===== config.mk =====
export PLATFORM = sky130hd
export DESIGN_NAME = bqf_coeff_regs
export DESIGN_NICKNAME = d
export VERILOG_FILES = /design/src/hdl/bqf_pkg.sv /design/src/hdl/bqf_coeff_regs.sv
export SDC_FILE = /design/constraint.sdc
export NUM_CORES = 1
export LEC_CHECK = 0
export CAP_MARGIN = 20
export CORE_MARGIN = 3
export CORE_UTILIZATION = 30
export DETAILED_ROUTE_END_ITERATION = 10
export DONT_BUFFER_PORTS = 1
export PLACE_DENSITY = 0.46
export SLEW_MARGIN = 20
export SYNTH_ARGS = -nofsm -noshare
export SYNTH_HDL_FRONTEND = slang
export SYNTH_SLANG_ARGS = --single-unit

===== constraint.sdc =====
create_clock -name clk -period 1.1 [get_ports clk]
set_input_delay 0.22 -clock clk [delete_from_list [all_inputs] [get_ports clk]]
set_output_delay 0.22 -clock clk [all_outputs]
set_load 0.01 [all_outputs]

===== src/hdl/bqf_pkg.sv =====
package bqf_pkg;

    // Fixed field widths of the ports and the accumulator
    localparam int COEFF_W   = 32;
    localparam int PORT_W    = 32;
    localparam int ACC_W     = 64;
    localparam int NUM_REGS  = 5;
    localparam int REG_IDX_W = 3;

    // Configuration register indexes
    typedef enum logic [REG_IDX_W-1:0] {
        REG_FF_COEFF_0 = 3'd0,
        REG_FF_COEFF_1 = 3'd1,
        REG_FF_COEFF_2 = 3'd2,
        REG_FB_COEFF_1 = 3'd3,
        REG_FB_COEFF_2 = 3'd4
    } reg_index_t;

    // Full coefficient set handed to the datapath
    typedef struct packed {
        logic signed [COEFF_W-1:0] ff_coeff_0;
        logic signed [COEFF_W-1:0] ff_coeff_1;
        logic signed [COEFF_W-1:0] ff_coeff_2;
        logic signed [COEFF_W-1:0] fb_coeff_1;
        logic signed [COEFF_W-1:0] fb_coeff_2;
    } coeff_set_t;

endpackage


===== src/hdl/bqf_coeff_regs.sv =====
module bqf_coeff_regs
    import bqf_pkg::*;
#(
    parameter int FRAC_BITS = 16
)
(
    input  logic                 clk,
    input  logic                 rst_n,
    input  logic                 cfg_we,
    input  logic [REG_IDX_W-1:0] cfg_index,
    input  logic [COEFF_W-1:0]   cfg_data,
    output coeff_set_t           coeffs
);

    // Unity gain on the current input at reset
    localparam logic [COEFF_W-1:0] UNITY = COEFF_W'(1) << FRAC_BITS;

    // Reset set: unity on the current input, every other coefficient zero
    localparam coeff_set_t COEFF_RESET = {UNITY, {(4*COEFF_W){1'b0}}};

    coeff_set_t coeffs_reg;

    // Write one coefficient, ignore unknown indexes
    always_ff @(posedge clk or negedge rst_n)
    begin
        if (!rst_n)
        begin
            coeffs_reg <= COEFF_RESET;
        end
        else if (cfg_we)
        begin
            case (cfg_index)
                REG_FF_COEFF_0: coeffs_reg.ff_coeff_0 <= cfg_data;
                REG_FF_COEFF_1: coeffs_reg.ff_coeff_1 <= cfg_data;
                REG_FF_COEFF_2: coeffs_reg.ff_coeff_2 <= cfg_data;
                REG_FB_COEFF_1: coeffs_reg.fb_coeff_1 <= cfg_data;
                REG_FB_COEFF_2: coeffs_reg.fb_coeff_2 <= cfg_data;
                default:        ;
            endcase
        end
    end

    assign coeffs = coeffs_reg;

endmodule


==> out/summary.txt <==
Setup CP Type - reg2out
Ranking of synthesized cells by area - dfrtp_1 66%, mux2_2 28%, buf_6 2.2%
Worst EP arrival - 0.97 ns
CTS Buf Count - 17
Compound-gate portion of the synthesized area - 0%
Maximum fanout along the worst path - 2
Synth cell types - 9
Grt total ovfl - 0
Maxcap violations - 0
Post-Syn Area - 0.00603 mm^2
Final hold vios - 160
FMAX - 839 MHz
Violated checks - hold timing, setup timing
Total global-route track usage - 13.2%
Synth Area in Adders - 0%
Routed vias/inst - 4.64
Psw - 4.75 mW
Commonest non-fill, non-tap cell in the layout - dfrtp_1
Pwr Density - 2170 mW/mm^2
FP Rows - 51
RePlAce Congestion - 0.726
CTS H-tree depth - 4
DRT antenna net count - 0
Mapped Cells - 343
Reg2reg setup slack - 0.24 ns
Global-route wire length before repair - 22,000 um
I/O Buffers - 0
Avg WL per Cell - 21.7 um
Post-Synth XOR/XNOR Area - 0%
Clock power share - 33.9%
Initial Util - 30.8%
Period utilization - 108%
Vias in the first global route - 3,374
Share of the synthesized area in the top cell type - 65.9%
CTS clock-pin slew for the worst setup and hold paths - 0.07 ns
Reg2reg start - coeffs[20]$_DFFE_PN0P_
Hpwl dp - 9100 um
Core area - 0.0196 mm^2
Initial DRC count - 97
Largest family of logic cells by synthesized area - multiplexers
# diodes - 0
Drt pass-1 iters - 4
Setup TNS - -0.0916 ns
Total count of max-transition violations in the final report - 0
Critical path launch point type - flip-flop
Reg2reg path depth - 1
Post-cts hold buffer count - 32
HP Class - in2async
Largest net degree at the start of global routing - 161
Clock Tree Root - clkbuf_16
Post-synthesis mux area share - 29.9%
Wirelength, routed - 14,400 um
Internal - 11.5 mW
Share of cells above drive strength 1 - 53.3%
Origin of the worst setup path - coeffs[144]$_DFFE_PN1P_
CP Capture Type - primary output
Layout Skew - 0 ns
Leak Pwr - 3.24 nW
#FFs+latches synth - 160
Clock Latency Late Sink - 0.41 ns
Layout Nets - 421
Longest Clk Path Bufs - 2
Max FFs per register - 160
Peak supply drop - 0.987 mV
WP data required - 0.88 ns
Logic pwr share - 11.3%
Mean post-synth cell area - 17.6 um^2
Critical path endpoint - coeffs[144]
Initial antenna violation count - 0
Synth area leader - dfrtp_1
Drt drc - 0
Height of the die - 148 um
Top-level I/O count - 198
Worst r2r dst - coeffs[20]$_DFFE_PN0P_
Sequential power share - 54.8%
RSZ-0062 raised after global routing - true
Syn. warnings - 0
Tightest Pin Transition - 0.402 ns
CTS sink cnt - 160
CTS tree - yes
Min Tclk post-route - 1.19 ns
Number of setup violations in the final report - 1
Cells after DPL - 597
CP Depth - 0
Worst hold slack - -0.505 ns
Commonest cells after routing, fill and taps aside - 148 x dfrtp_1, 89 x mux2_2, 67 x mux2_4
Chip Width - 148 um
Sequential share of the synthesized area - 66.4%
PnR worst setup slack - -0.0916 ns
Final Non-Filler Cells - 661
Syn_nets - 381
Outcome - finished with violations
Rel. slew slack - 73.2%
Sw frac - 29.2%
Layout area overhead - 24.3%
Synth Area in Simple Gates - 1.04%
Via count - 3,066
Die Area - 0.0219 mm^2
Post-CTS setup buffer count - 0
layer usage:
layer,up-vias,GRT usage [%],routed length [um],part of all wire [%]
met5,-,0,0,0
met4,0,4.39,192,1.3
met3,13,6.32,1410,9.8
met2,123,20.2,6760,47
met1,1625,16.6,6010,42
li1,1305,-,-,-
power groups by stage:
stage | combinational, mW | clock [mW] | sequential (mW)
finish | 1.83 | 5.52 | 8.93
global route | 1.99 | 6.03 | 9.09
CTS | 1.86 | 5.76 | 8.95
detailed placement | 1.69 | 0 | 9.03
global placement | 1.61 | 0 | 9.06
floorplan | 1.54 | 0 | 8.55
cells in the mapped netlist:
cell type    n
nor4b_4      1
nand4b_1     1
dfrtp_1    159
mux2_1      12
dfstp_2      1
buf_2        6
buf_6       12
nor4bb_1     3
mux2_2     148
worst min path at each step:
stage          start                endpoint  slack [ns]  depth (start not counted)
6_report       rst_n  coeffs[75]$_DFFE_PN0P_       -0.50                          0
5_1_grt        rst_n  coeffs[75]$_DFFE_PN0P_       -0.55                          0
4_1_cts        rst_n  coeffs[43]$_DFFE_PN0P_       -0.53                          0
3_5_place_dp   rst_n  coeffs[43]$_DFFE_PN0P_       -0.07                          0
2_1_floorplan  rst_n   coeffs[0]$_DFFE_PN0P_       -0.08                          0
3_3_place_gp   rst_n  coeffs[43]$_DFFE_PN0P_       -0.07                          0
area by class of cell:
| cell class | instances | area (um^2) |
|---|---|---|
| clock buffer | 17 | 425 |
| clock inverter | 15 | 129 |
| fill | 1837 | 12100 |
| multi-input combinational | 165 | 2160 |
| sequential | 160 | 4020 |
| tap | 265 | 332 |
| timing repair buffer | 39 | 435 |
per-stage QoR:
stage,hold WS [ns],setup slack [ns],utilization [%],total power [mW],instance area (um^2)
2_1_floorplan,-0.0756,-0.168,-,10.1,6290
3_3_place_gp,-0.0718,-0.278,33.8,10.7,6610
3_5_place_dp,-0.0712,-0.301,33.8,10.7,6610
4_1_cts,-0.533,-0.123,38.2,16.6,7490
5_1_grt,-0.546,-0.135,38.3,17.1,7500
6_report,-0.505,-0.0916,38.3,16.3,7500
kinds of logic after synthesis:
kind of cell  after synthesis
buf+inv                    18
mux                       160
flops                     160
simple gates                5
repair_timing:
| item | in CTS | in global routing |
|---|---|---|
| resized for setup | 0 | 11 |
| hold endpoints to repair | 320 | 160 |
| setup endpoints to repair | 11 | 86 |
Power figures use the tool's default switching activity.
